===== src/rtl/asps_sqrt_cell.sv =====
module asps_sqrt_cell #(
   parameter int VW  = 33,
   parameter int POS = 16,
   parameter int SW  = 20
) (
   input  logic          clock,
   input  logic          reset,
   input  logic          in_valid,
   input  logic [VW-1:0] in_rem,
   input  logic [VW-1:0] in_root,
   input  logic [SW-1:0] in_side,
   output logic          out_valid,
   output logic [VW-1:0] out_rem,
   output logic [VW-1:0] out_root,
   output logic [SW-1:0] out_side
);
   localparam logic [VW:0] BIT_C = (VW + 1)'(1) << (2 * POS);

   logic          valid_ff;
   logic [VW-1:0] rem_ff;
   logic [VW-1:0] rem_in;
   logic [VW-1:0] root_ff;
   logic [VW-1:0] root_in;
   logic [SW-1:0] side_ff;
   logic [VW:0]   trial;

   // one restoring step of the integer square root at a fixed bit weight
   always_comb begin
      trial = (VW + 1)'(in_root) + BIT_C;
      if ((VW + 1)'(in_rem) >= trial) begin
         rem_in  = VW'((VW + 1)'(in_rem) - trial);
         root_in = VW'((VW + 1)'(in_root >> 1) + BIT_C);
      end else begin
         rem_in  = in_rem;
         root_in = in_root >> 1;
      end
   end

   always_ff @(posedge clock) begin
      if (reset) begin
         valid_ff <= 1'b0;
      end else begin
         valid_ff <= in_valid;
      end
   end

   always_ff @(posedge clock) begin
      rem_ff  <= rem_in;
      root_ff <= root_in;
      side_ff <= in_side;
   end

   assign out_valid = valid_ff;
   assign out_rem   = rem_ff;
   assign out_root  = root_ff;
   assign out_side  = side_ff;

endmodule


===== config.mk =====
export PLATFORM = sky130hd
export DESIGN_NAME = asps_sqrt_cell
export DESIGN_NICKNAME = d
export VERILOG_FILES = /design/src/rtl/asps_sqrt_cell.sv
export SDC_FILE = /design/constraint.sdc
export NUM_CORES = 1
export LEC_CHECK = 0
export ABC_AREA = 0
export ABC_CLOCK_PERIOD_IN_PS = 3600
export BUFFER_PORTS_ARGS = -buffer_cell sky130_fd_sc_hd__buf_2
export CAP_MARGIN = 20
export CORE_ASPECT_RATIO = 1.25
export CORE_UTILIZATION = 25
export CTS_CLUSTER_SIZE = 8
export DETAILED_ROUTE_END_ITERATION = 7
export GPL_TIMING_DRIVEN = 0
export SYNTH_ARGS = -nofsm -noshare
export SYNTH_HDL_FRONTEND = slang
export SYNTH_SLANG_ARGS = --single-unit

===== constraint.sdc =====
create_clock -name clock -period 3.6 [get_ports clock]
set_input_delay 0.36 -clock clock [delete_from_list [all_inputs] [get_ports clock]]
set_output_delay 0.36 -clock clock [all_outputs]
set_load 0.03 [all_outputs]

After elaboration in Yosys (flattened, before gate mapping) --
Cells that the tools add are included.
Word-level totals: register bits after elaboration 87, latch bits 0, bits in writable memories 0, bits in read-only memories 0, input port bits 89, output and inout port bits 87, word-level logic and storage cells 11, memories kept 0
Operators by class: add/subtract/negate cells 3, multiply operators 0, div/mod/pow operators 0, order comparisons 1, equality and inequality tests 0, shifts and indexed selects 0, multiplexer cells 2, bitwise gates (word level) 0, reductions and logical operators 0
Operators by type and width (number):
- adder 33 x 33 -> 34 bit, second input constant | 1
- greater-or-equal comparator 33 x 34 -> 1 bit | 1
- adder 32 x 33 -> 33 bit, second input constant | 1
- 2-to-1 mux 33 bit | 1
- subtractor 33 bit | 1
- 2-to-1 mux 32 bit | 1

Longest topological paths before layout --
depth in word-level cells 3, gate-level depth with buffers 14

Worst setup path after synthesis --
No wires, ideal clock.
path type input to register, start in in_rem[0], end reg rem_ff[31] (netlist: out_rem[31]), setup time 123 ps, arrival time 2559 ps, setup slack 918 ps, stages 14, path buffers 1, cell sequence inv_1 -> ha_1 -> inv_1 -> fa_1 -> a21oi_1 -> o211ai_1 -> nand3_2 -> a211oi_2 -> o21ai_2 -> a21bo_1 -> a31o_2 -> nand2_8 -> buf_12 -> mux2_1
On the way: word-level cells in the longest chain between the ends 2, elaborated cells on any way between the ends 3, classes of those cells 1 x add/sub; 1 x order compare; 1 x mux
Ends and longest elaborated chain:
- start, declared | line 9 | input logic [VW-1:0] in_rem,
- subtractor 33 bit / greater-or-equal comparator 33 x 34 -> 1 bit (equally long branches) | line 31, 30
- 2-to-1 mux 33 bit (*) | line 30 | if ((VW + 1)'(in_rem) >= trial) begin
- via rem_in[31] | line 21 | logic [VW-1:0] rem_in;
- end signal, assigned | line 48 | rem_ff <= rem_in;
- end, declared | line 20 | logic [VW-1:0] rem_ff;
The timed path passes the listed nets; every way through them passes the cells marked *. A chain may end at the register's enable or synchronous reset.

Worst setup path in the final report --
start in in_rem[0], end reg rem_ff[20] (netlist: out_rem[20])
Same word-level chain as after synthesis.

==> flow_summary_export.csv <==
group,metric,value,unit
worst_setup_path,critPathKind,"input pin to register",
route,routed_wl,10.10,mm
final_layout,syn_to_final_growth,35.56,%
floorplan,die_h,146.5,µm
power,power.density,505.9,mW/mm²
place,gp_congestion,0.7405,
yosys,syn_area_per_cell,10.34,µm²
yosys,syn_area,0.004177,mm²
global_route,grt_remaining_overflow,0,
clock_network,cts_sinks,87,
clock_network,clk_path_buf_depth,2,
sta,fmax,344.7,MHz
hold_path,hold_path_class,"input pin to register",
worst_setup_path,worstSetupStartpointType,"input pin",
clock_network,cts_tree,"yes",
worst_setup_path,critPathMaxFanout,10,
final_layout,regArea,0.001742,mm²
yosys,syn-num-nets,528,
route,first_pass_iters,4,
final_layout,num-fill-cells,1721,
power,p_leak,2.796,nW
sta,setup_viol,0,
yosys,synth.most_common_cell,"dfxtp_1",
yosys,synth_seq_area_share,41.70,%
sta,worstMarginPinSlew,0.5003,ns
global_route,antenna_found_initial,0,
global_route,grt_max_degree,15,
route,vias_per_cell,4.219,
sta,slew_headroom,66.34,%
yosys,ys_top_cells_by_count,"dfxtp_1 (87), inv_1 (43), ha_1 (34)",
yosys,synth_ff_type,"dfxtp_1",
worst_setup_path,worstPathRequired,3.83,ns
yosys,yosysTopAreaCell,"dfxtp_1",
yosys,ys_async_sr_fraction,0,%
yosys,ys_seq_elements,87,
place,postPlaceCellArea,0.005323,mm²
clock_network,ctsHoldBuffers,0,
yosys,synth_area_leaders,"dfxtp_1 (42%), ha_1 (10%), mux2_4 (8.3%), inv_1 (3.9%), xnor2_1 (3.8%)",
floorplan,coreArea,0.01627,mm²
floorplan,start_util,25.68,%
yosys,yosys_warnings,0,
floorplan,io_pins,176,
power,ir_drop,197.8,µV
clock_network,clockRootBuffer,"clkbuf_16",
clock_network,htreeDepth,3,
yosys,synth_edf_count,0,
route,via_count,3422,
sta,setup-tns-final,0,ns
clock_network,cts_setup_buffers,0,
yosys,synth_cell_type_count,54,
yosys,synth_top_area_share,41.70,%
clock_network,cts_resized,0,
final_layout,fin_area,0.005662,mm²
global_route,use_met2,20.24,%
sta,period_needed,2.901,ns
power,total_power,2.864,mW
clock_network,clk_transition_reported_paths,0.06,ns
flow_run,maxCapViolCount,0,
worst_setup_path,arrival,3.13,ns
final_layout,layout-drive-gt1-share,38.99,%
route,drtIter0Drc,74,
route,post_drt_wl_per_cell,12.46,µm
floorplan,fp.dieW,117.6,µm
sta,slew_violations,0,
place,portBuffers,175,
route,post-route-drc-count,0,
status,status,"finished, final reports clean",
place,hpwl,8.239,mm
floorplan,dieArea,0.01723,mm²
route,antenna_left,0,
worst_setup_path,cp-endpoint,"out_rem[20]$_DFF_P_",
global_route,grtUsageMet3,2.266,%
sta,period_share,80.59,%
global_route,grt_pass1_wl,16.22,mm
worst_setup_path,startpoint,"in_rem[0]",
final_layout,multi_input_area,0.002172,mm²
final_layout,layout.nets,714,
global_route,grt_pass1_vias,3438,
sta,rsz0062_at_grt,"no",
worst_setup_path,crit_path_end_kind,"register",
final_layout,final_util,34.81,%
sta,hold_viol,0,
global_route,top_usage_layer,"met2",
yosys,netlist_instances,404,
final_layout,diodes,0,
clock_network,numCtsBuffers,9,
global_route,grt_usage,11.98,%
floorplan,rows,52,
global_route,grtUsageMet1,14.34,%
[critical path, stage by stage]
cell,delay [ns]
buf_2,0.07
inv_1,0.04
ha_1,0.19
inv_1,0.09
fa_1,0.24
a21oi_1,0.09
o211ai_1,0.28
nand3_2,0.18
a211oi_2,0.37
o21ai_2,0.13
a21bo_1,0.23
a31o_2,0.25
nand2_8,0.13
buf_12,0.16
mux2_4,0.31
[report_power, final]
group / leakage [nW] / switching, mW / internal, mW
Sequential: 0.734 / 0.0161 / 1.04
Combinational: 1.90 / 0.446 / 0.300
Clock: 0.160 / 0.379 / 0.680
Total: 2.80 / 0.841 / 2.02
[cell usage in the layout (no fill, tap or decap), drive strengths merged, types with 5 or more instances in the layout]
| master | Yosys | routed |
|---|---|---|
| mux2 | 31 | 31 |
| buf | 7 | 182 |
| clkbuf | 5 | 16 |
| inv | 43 | 43 |
| a21o | 11 | 11 |
| xnor2 | 18 | 18 |
| o21bai | 6 | 6 |
| dfxtp | 87 | 87 |
| nand2 | 26 | 26 |
| nand4 | 7 | 7 |
| a21oi | 29 | 29 |
| a211oi | 6 | 6 |
| nand3 | 9 | 9 |
| nor2 | 16 | 16 |
| xor2 | 10 | 10 |
| o21ai | 14 | 14 |
| nor3 | 5 | 5 |
| ha | 34 | 34 |
[registers in the layout, indices dropped and copies added, names as in the netlist]
name and flops:
out_root 33, out_valid 1, out_side 20, out_rem 33
[routing by layer]
| layer | wire, µm | vias up | part of all wire (%) |
|---|---|---|---|
| met2 | 4911 | 112 | 49 |
| met4 | 219 | 0 | 2.2 |
| met5 | 0 | - | 0 |
| met3 | 539 | 13 | 5.3 |
| met1 | 4433 | 1517 | 44 |
| li1 | - | 1780 | - |
[cell families (layout without fill, tap and decap cells)]
| kind of cell | Yosys count | count (layout) | synth area share [%] |
|---|---|---|---|
| AO/OA/AOI/OAI | 89 | 89 | 15.40 |
| multiplexers | 32 | 32 | 10.67 |
| flip-flops | 87 | 87 | 41.70 |
| adder cells (fa/ha/maj) | 35 | 35 | 10.67 |
| buffers and inverters | 55 | 246 | 6.291 |
| AND/OR/NAND/NOR | 78 | 78 | 9.407 |
| XOR/XNOR | 28 | 28 | 5.872 |
[how the worst min path moves through the flow]
stage	from	end	slack [ns]	cells after the start
after floorplan	in_root[1]	out_root[0]$_DFF_P_	0.39	0
after detailed placement	in_side[16]	out_side[16]$_DFF_P_	0.46	1
after CTS	in_side[4]	out_side[4]$_DFF_P_	0.09	1
after global placement	in_side[15]	out_side[15]$_DFF_P_	0.46	1
after global routing	in_side[7]	out_side[7]$_DFF_P_	0.09	1
final	in_side[4]	out_side[4]$_DFF_P_	0.11	1
[through the flow]
stage | hold slack, ns | std cells | setup slack, ns
final | 0.1109 | 811 | 0.6986
after global routing | 0.09237 | 811 | 0.5174
after CTS | 0.09456 | 811 | 0.6899
after detailed placement | 0.4638 | 795 | 0.3347
after global placement | 0.4625 | 795 | 0.3398
after floorplan | 0.3877 | 404 | 0.9177
[layout make-up]
cell class,count,area share [%]
clock buffer,11,4.110
tap,216,4.773
sequential,87,30.76
inverter,43,2.851
buffer,12,1.790
multi-input combinational,262,38.36
clock inverter,5,1.878
timing repair buffer,175,15.47
(Power assumes the default switching activity.)
