### config.mk
export PLATFORM = sky130hd
export DESIGN_NAME = asps_horner_stage
export DESIGN_NICKNAME = d
export VERILOG_FILES = /design/src/rtl/asps_horner_stage.sv
export SDC_FILE = /design/constraint.sdc
export NUM_CORES = 1
export LEC_CHECK = 0
export ABC_CLOCK_PERIOD_IN_PS = 17900
export BUFFER_PORTS_ARGS = -buffer_cell sky130_fd_sc_hd__buf_4
export CELL_PAD_IN_SITES_DETAIL_PLACEMENT = 1
export CELL_PAD_IN_SITES_GLOBAL_PLACEMENT = 1
export CORE_MARGIN = 2
export CORE_UTILIZATION = 35
export CTS_BUF_LIST = sky130_fd_sc_hd__clkbuf_4
export DETAILED_ROUTE_END_ITERATION = 16
export GPL_TIMING_DRIVEN = 0
export PLACE_DENSITY = 0.67
export SLEW_MARGIN = 20
export SYNTH_ARGS = -nofsm -noshare
export SYNTH_HDL_FRONTEND = slang
export SYNTH_SLANG_ARGS = --single-unit
### constraint.sdc
create_clock -name clock -period 17.9 [get_ports clock]
set_clock_uncertainty 0.05 [all_clocks]
set_input_delay 5.37 -clock clock [delete_from_list [all_inputs] [get_ports clock]]
set_output_delay 5.37 -clock clock [all_outputs]
set_load 0.01 [all_outputs]
### src/rtl/asps_horner_stage.sv
module asps_horner_stage #(
   parameter int FRAC_BITS = 16,
   parameter int MW = 17,
   parameter int PW = 19,
   parameter int SW = 34,
   parameter logic signed [PW-1:0] COEF = '0
) (
   input  logic                 clock,
   input  logic                 reset,
   input  logic                 in_valid,
   input  logic [MW-1:0]        in_mag,
   input  logic signed [PW-1:0] in_acc,
   input  logic [SW-1:0]        in_side,
   output logic                 out_valid,
   output logic [MW-1:0]        out_mag,
   output logic signed [PW-1:0] out_acc,
   output logic [SW-1:0]        out_side
);
   localparam int XW = PW + MW + 1;

   logic                 valid_ff;
   logic [MW-1:0]        mag_ff;
   logic signed [PW-1:0] acc_ff;
   logic signed [PW-1:0] acc_in;
   logic [SW-1:0]        side_ff;
   logic signed [XW-1:0] prod;
   logic signed [XW-1:0] prod_sh;

   // one Horner step: floor(acc * mag / 2^F) + coefficient
   always_comb begin
      prod    = XW'(in_acc) * XW'($signed({1'b0, in_mag}));
      prod_sh = prod >>> FRAC_BITS;
      acc_in  = PW'(prod_sh) + COEF;
   end

   always_ff @(posedge clock) begin
      if (reset) begin
         valid_ff <= 1'b0;
      end else begin
         valid_ff <= in_valid;
      end
   end

   always_ff @(posedge clock) begin
      mag_ff  <= in_mag;
      acc_ff  <= acc_in;
      side_ff <= in_side;
   end

   assign out_valid = valid_ff;
   assign out_mag   = mag_ff;
   assign out_acc   = acc_ff;
   assign out_side  = side_ff;

endmodule

Word-level counts from Yosys, hierarchy flattened. Cells that the tools add are included.

Input port bits: 73. Output and inout bits: 71. Register bits: 71. Logic and storage cells: 5.

Multipliers: 1.

Operator list (count): multiplier 19 x 18 -> 35 bit (1).

Longest topological paths before layout. Gate-level depths: netlist of run 1.

Word-level depth: 1. Mapped depth: 23. Mapped depth without buffers: 22.

Least setup slack after synthesis of run 1. Ideal clock, no wire load.

Path type: input-to-reg. Start point: in in_mag[9]. End point: reg acc_ff[16], in the netlist out_acc[16]. Setup time: 59 ps. Cell stages on the path: 20. Buffers on the path: 2. Arrival time: 10653 ps. Data required time: 17791 ps. Setup slack: 7138 ps. Cells stage by stage: clkbuf_1 -> clkbuf_1 -> nand2_1 -> fa_1 -> inv_1 -> fa_1 -> fa_1 -> fa_1 -> fa_1 -> inv_1 -> fa_1 -> inv_1 -> ha_1 -> a21o_1 -> a31o_1 -> a41oi_2 -> nand3_2 -> o21ai_2 -> mux2i_1 -> o311a_1.

Word-level cells in the longest chain between the ends: 1.

RTL lines: start, declared (RTL line 11) `input logic [MW-1:0] in_mag,`; multiplier 19 x 18 -> 35 bit (RTL line 31) `prod = XW'(in_acc) * XW'($signed({1'b0, in_mag}));`; via acc_in[16] (RTL line 24) `logic signed [PW-1:0] acc_in;`; end signal, assigned (RTL line 46) `acc_ff <= acc_in;`; end, declared (RTL line 23) `logic signed [PW-1:0] acc_ff;`.

The timed path passes the listed nets, and every way through them passes these cells. A chain may end at the register's enable or synchronous reset.

Worst setup path in the final report of run 1. Ends and elaborated chain as after synthesis.

==> reports/qor.csv, run 1 <==
metric;value;unit
Yosys top cell area share;48.3;%
vias in the first global route;11068;
DP Worst Slack;5.60;ns
# setup viols final;0;
Syn Inst Count;1361;
HPWL Detailed;31000;um
clk sinks;71;
Setup Crit Path Kind;input pin to register;
die area;38500;sq um
Seq/Total Area, Yosys;11.0;%
# rows;70;
starting density of the core;35.4;%
Post CTS Setup Buffer Count;0;
global-route usage over all layers;20.6;%
Simple-Gate Fraction of Synth Area;13.9;%
CP Launch Type;input pin;
synthesized area;12900;sq um
final slew viol count;0;
DRC Markers;0;
Register Area;1420;sq um
nets;1984;
drt wl/cell;18.2;um
Final Wtd Congestion;0.854;
maximum fanout along the worst path;10;
routed vias/inst;4.72;
Top FF cell, synth;dfxtp_1;
CTS Root Cell;clkbuf_4;
Max-Cap Viols;0;
synth top area cells;fa_1 (48%), inv_1 (11%), dfxtp_1 (11%);
DR pass1 iterations;5;
cts hold-fix bufs;0;
critical path capture point type;register;
largest net degree at the start of global routing;16;
Layout area overhead;13.9;%
area leader, netlist;fa_1;
xor/xnor cell area share of the yosys netlist;2.26;%
setup TNS after final layout;0;ns
RSZ-0062 raised after global routing;false;
Multi-input gate area;9840;sq um
CP Cell Sequence;buf_4 -> clkbuf_1 -> clkbuf_1 -> nand2_1 -> fa_1 -> inv_1 -> fa_1 -> fa_1 -> fa_1 -> fa_1 -> inv_1 -> fa_1 -> inv_1 -> ha_1 -> nand3_1 -> nor2_1 -> o21ai_0 -> nand3_2 -> o21ai_2 -> mux2i_1 -> o311a_1;
adder-cell share of the synthesized area;56.5;%
Final WS setup;6.14;ns
Cell Area, Placed;14600;sq um
via count;9405;
DRT iter0 DRCs;271;
hold_ws;4.89;ns
Syn. warnings;0;
mux contribution to synthesized area;0.0775;%
fin crit period;11.76;ns
Die Y-Extent;196;um
required time worst endpoint;18.30;ns
TritonCTS clock tree;built;
first-pass GRT wire length;59600;um
FMAX;85.0;MHz
Worst-Margin Slew;0.846;ns
slowest cell on the critical path;fa_1;
CP arrival;12.17;ns
ys async rst share;0;%
compound-cell area share of the yosys netlist;3.45;%
Final period util;65.7;%
Fillers;4258;
initial antenna violation count;2;
PortBufs;143;
Hold Crit Class;input pin to register;
endpoints failing hold;0;
Post-Synthesis Net Count;1830;
fraction of layout cells with a size suffix above 1;11.2;%
post-cts resize count;0;
Max stage delay on crit path;0.61;ns
Post-synth EDFFs;0;
clock buffer depth;2;
Overflow after GRT;0;
syn_area_per_cell;9.49;sq um
Netlist cell types;51;
drt total wl;36300;um
total CTS buffers;9;
fin area;14700;sq um
Slew HR;43.6;%
Ports;144;
largest family of logic cells by synthesized area;adder cells;
Die W;196;um
CTS clk-pin slew, worst paths;0.15;ns
H-tree depth;3;
most frequent CP cell;fa_1;
CORE AREA;36500;sq um
outcome;finished clean;
Final ANT Viol Nets;0;
#FFs+latches synth;71;
[kinds of logic after synthesis]
family | count (synthesis)
flip-flops | 71
buffers and inverters | 441
AND/OR/NAND/NOR | 360
adder cells (fa/ha/maj) | 396
multiplexers | 1
XOR/XNOR | 30
AO/OA/AOI/OAI | 62
[metal layers]
layer	vias up	routed length (um)	track usage, %
li1	4169	-	-
met1	4943	14700	25.2
met2	224	18200	35.8
met3	69	1570	2.92
met4	0	1730	9.76
met5	-	0	0
[critical path, delay by kind of cell]
kind / cells / cell delay, ns
adders and majority gates: 7 / 3.48
buffers and inverters: 6 / 1.36
AOI/OAI and AO/OA: 3 / 1.09
and+or+nand+nor: 4 / 0.59
muxes: 1 / 0.24
[state kept, by name, indices dropped and copies added, names as in the netlist]
register / flops
out_side: 34
out_acc: 19
out_mag: 17
out_valid: 1
[cells in the mapped netlist (8+ instances only)]
master / n
a21oi_1: 12
and2_1: 156
clkbuf_1: 46
dfxtp_1: 71
fa_1: 312
ha_1: 84
inv_1: 393
nand2_1: 174
nor2_1: 11
o21ai_0: 8
xnor2_1: 17
xor2_1: 10
[per-stage QoR]
step / cells / util (%)
2_1_floorplan: 1361 / -
3_3_place_gp: 1972 / 39.9
3_5_place_dp: 1972 / 39.9
4_1_cts: 1988 / 40.3
5_1_grt: 1991 / 40.3
6_report: 1991 / 40.3
[layout by cell type, fill, tap and decap left out, types with 11 or more instances in the layout]
cell,synthesis,layout
dfxtp_1,71,71
a21oi_1,12,12
ha_1,84,84
clkbuf_1,46,46
inv_1,393,393
fa_1,312,312
xnor2_1,17,17
nor2_1,11,11
nand2_1,174,174
and2_1,156,156
buf_4,0,143
[layout make-up]
class | count | share of cell area, %
antenna | 3 | 0.0510
buffer | 48 | 1.23
clock buffer | 9 | 0.459
clock inverter | 7 | 0.434
inverter | 393 | 10.0
multi-input combinational | 849 | 66.9
sequential | 71 | 9.66
tap | 468 | 3.98
timing repair buffer | 143 | 7.29
[final timing paths]
check                    from            to  slack (ns)  cells after the start
setup / recovery    in_mag[9]   out_acc[16]        6.14                     21
hold / removal    in_side[10]  out_side[10]        4.89                      1
Power of run 1 is not shown: default switching activity piles up to over one toggle a cycle in this logic, so the estimate is an artifact.
==> run 2, diff against run 1 <==
--- a/config.mk
+++ b/config.mk
@@ -5,7 +5,7 @@
 export SDC_FILE = /design/constraint.sdc
 export NUM_CORES = 1
 export LEC_CHECK = 0
-export ABC_CLOCK_PERIOD_IN_PS = 17900
+export ABC_CLOCK_PERIOD_IN_PS = 9510
 export BUFFER_PORTS_ARGS = -buffer_cell sky130_fd_sc_hd__buf_4
 export CELL_PAD_IN_SITES_DETAIL_PLACEMENT = 1
 export CELL_PAD_IN_SITES_GLOBAL_PLACEMENT = 1
@@ -14,7 +14,7 @@
 export CTS_BUF_LIST = sky130_fd_sc_hd__clkbuf_4
 export DETAILED_ROUTE_END_ITERATION = 16
 export GPL_TIMING_DRIVEN = 0
-export PLACE_DENSITY = 0.67
+export PLACE_DENSITY = 0.7
 export SLEW_MARGIN = 20
 export SYNTH_ARGS = -nofsm -noshare
 export SYNTH_HDL_FRONTEND = slang
==> constraint.sdc (replaced) <==
create_clock -name clock -period 9.51 [get_ports clock]
set_clock_uncertainty 0.05 [all_clocks]
set_input_delay 2.853 -clock clock [delete_from_list [all_inputs] [get_ports clock]]
set_output_delay 2.853 -clock clock [all_outputs]
set_load 0.01 [all_outputs]
==> reports/qor.csv, run 2 (synthesized netlist as in run 1, its figures left out) <==
metric;value;unit;change
Fillers;4224;;was 4258
DRT iter0 DRCs;419;;was 271
Max-Cap Viols;0;;unchanged
routed vias/inst;4.74;;was 4.72
maximum fanout along the worst path;10;;unchanged
DR pass1 iterations;5;;unchanged
commonest non-fill, non-tap cells in the layout;inv_1 (393), fa_1 (312), nand2_1 (174);;unchanged
vias in the first global route;10906;;was 11.1k
slowest cell on the critical path;clkbuf_1;;was fa_1
CTS clk-pin slew, worst paths;0.15;ns;about the same
nets;1983;;was 1984
cts hold-fix bufs;0;;unchanged
critical path capture point type;register;;unchanged
H-tree depth;3;;unchanged
DRC Markers;0;;unchanged
Slew HR;49.9;%;was 43.6%
Layout area overhead;13.9;%;about the same
first-pass GRT wire length;59100;um;was 59600 um
required time worst endpoint;9.91;ns;was 18.30 ns
PortBufs;143;;unchanged
global-route usage over all layers;20.4;%;was 20.6%
Multi-input gate area;9840;sq um;unchanged
Worst Hold End;out_side[29];;was out_side[10]
commonest non-fill, non-tap cell in the layout;inv_1;;unchanged
fin crit period;9.13;ns;
Ports;144;;unchanged
endpoints failing hold;0;;unchanged
hold-critical path depth;1;;unchanged
CP Cell Sequence;buf_4 -> clkbuf_1 -> buf_1 -> nand2_1 -> fa_1 -> inv_1 -> fa_1 -> inv_1 -> fa_1 -> inv_1 -> fa_1 -> fa_1 -> inv_1 -> fa_1 -> inv_1 -> ha_1 -> a211oi_1 -> o21ai_0 -> o21ai_0 -> nand3_2 -> o21ai_2 -> mux2i_1 -> o311a_1;;was buf_4 -> clkbuf_1 -> clkbuf_1 -> nand2_1 -> fa_1 -> inv_1 -> fa_1 -> fa_1 -> fa_1 -> fa_1 -> inv_1 -> fa_1 -> inv_1 -> ha_1 -> nand3_1 -> nor2_1 -> o21ai_0 -> nand3_2 -> o21ai_2 -> mux2i_1 -> o311a_1
Hold Crit Class;input pin to register;;unchanged
Final period util;96.0;%;
CP arrival;9.53;ns;was 12.17 ns
Max stage delay on crit path;0.56;ns;was 0.61 ns
starting density of the core;35.4;%;unchanged
drt total wl;36000;um;was 36300 um
CORE AREA;36500;sq um;unchanged
fraction of layout cells with a size suffix above 1;11.2;%;about the same
Overflow after GRT;0;;unchanged
CP Launch Type;input pin;;unchanged
RSZ-0062 raised after global routing;false;;unchanged
# setup viols final;0;;unchanged
Worst-Margin Slew;0.752;ns;was 0.846 ns
drt wl/cell;18.1;um;was 18.2 um
clock buffer depth;2;;unchanged
CTS Root Cell;clkbuf_4;;unchanged
post-cts resize count;0;;unchanged
max reg flops;34;;unchanged
clk sinks;71;;unchanged
total CTS buffers;9;;unchanged
# rows;70;;unchanged
final core utilization;40.3;%;about the same
Die W;196;um;unchanged
initial antenna violation count;2;;unchanged
outcome;finished clean;;unchanged
TritonCTS clock tree;built;;unchanged
die area;38500;sq um;unchanged
Final ANT Viol Nets;0;;unchanged
most frequent CP cell;fa_1;;unchanged
HPWL Detailed;31100;um;was 31000 um
largest net degree at the start of global routing;16;;unchanged
hold_sp;in_side[29];;was in_side[10]
final slew viol count;0;;unchanged
Die Y-Extent;196;um;unchanged
Register Area;1420;sq um;unchanged
FMAX;110;MHz;
Setup Crit Path Kind;input pin to register;;unchanged
via count;9415;;was 9405
Final Wtd Congestion;0.850;;was 0.854
[run 2: changes by cell type in the layout (fill, tap and decap cells not counted), sizes merged]
cell,delta
diode,-2
clkbuf,-1
[run 2: worst max-delay path by stage]
stage / start / to
after floorplan: in_mag[9] / out_acc[16]
after global placement: in_mag[11] / out_acc[16]
after detailed placement: in_mag[11] / out_acc[16]
after CTS: in_mag[11] / out_acc[16]
after global routing: in_mag[11] / out_acc[16]
final: in_mag[11] / out_acc[16]
[run 2: metal layers]
layer / wire, um / up-vias / GRT usage, %
li1: - / 4158 / -
met1: 14200 / 4956 / 24.6
met2: 18800 / 245 / 37.0
met3: 1660 / 56 / 2.48
met4: 1340 / 0 / 7.94
met5: 0 / - / 0
[run 2: layout make-up]
class | instances | share of cell area (%)
antenna | 1 | 0.0170
buffer | 47 | 1.21
clock buffer | 9 | 0.459
clock inverter | 7 | 0.434
inverter | 393 | 10.0
multi-input combinational | 849 | 66.9
sequential | 71 | 9.66
tap | 468 | 3.98
timing repair buffer | 143 | 7.30
[run 2: what timing repair did]
| item | CTS | global route |
|---|---|---|
| setup endpoints to repair | 0 | 2 |
| hold endpoints to repair | 0 | 0 |
| buffers inserted | 0 | 0 |
[run 2: stage by stage]
stage / cells / hold slack [ns] / TNS (ns) / worst slack (ns) / cell area [sq um]
after floorplan: 1361 / 2.83 / 0 / 1.26 / 12900
after global placement: 1972 / 2.91 / -0.256 / -0.0963 / 14600
after detailed placement: 1972 / 2.91 / -0.926 / -0.199 / 14600
after CTS: 1988 / 2.32 / 0 / 0.349 / 14700
after global routing: 1988 / 2.32 / 0 / 0.00745 / 14700
final: 1988 / 2.39 / 0 / 0.378 / 14700
[run 2: worst max-delay path: cells and delay by family]
family	cells	cell delay, ns
AO/OA/AOI/OAI	5	1.29
AND/OR/NAND/NOR	2	0.41
adder cells (fa/ha/maj)	7	3.26
multiplexers	1	0.23
buffers and inverters	8	1.46
Power of run 2 is left out for the same reason.
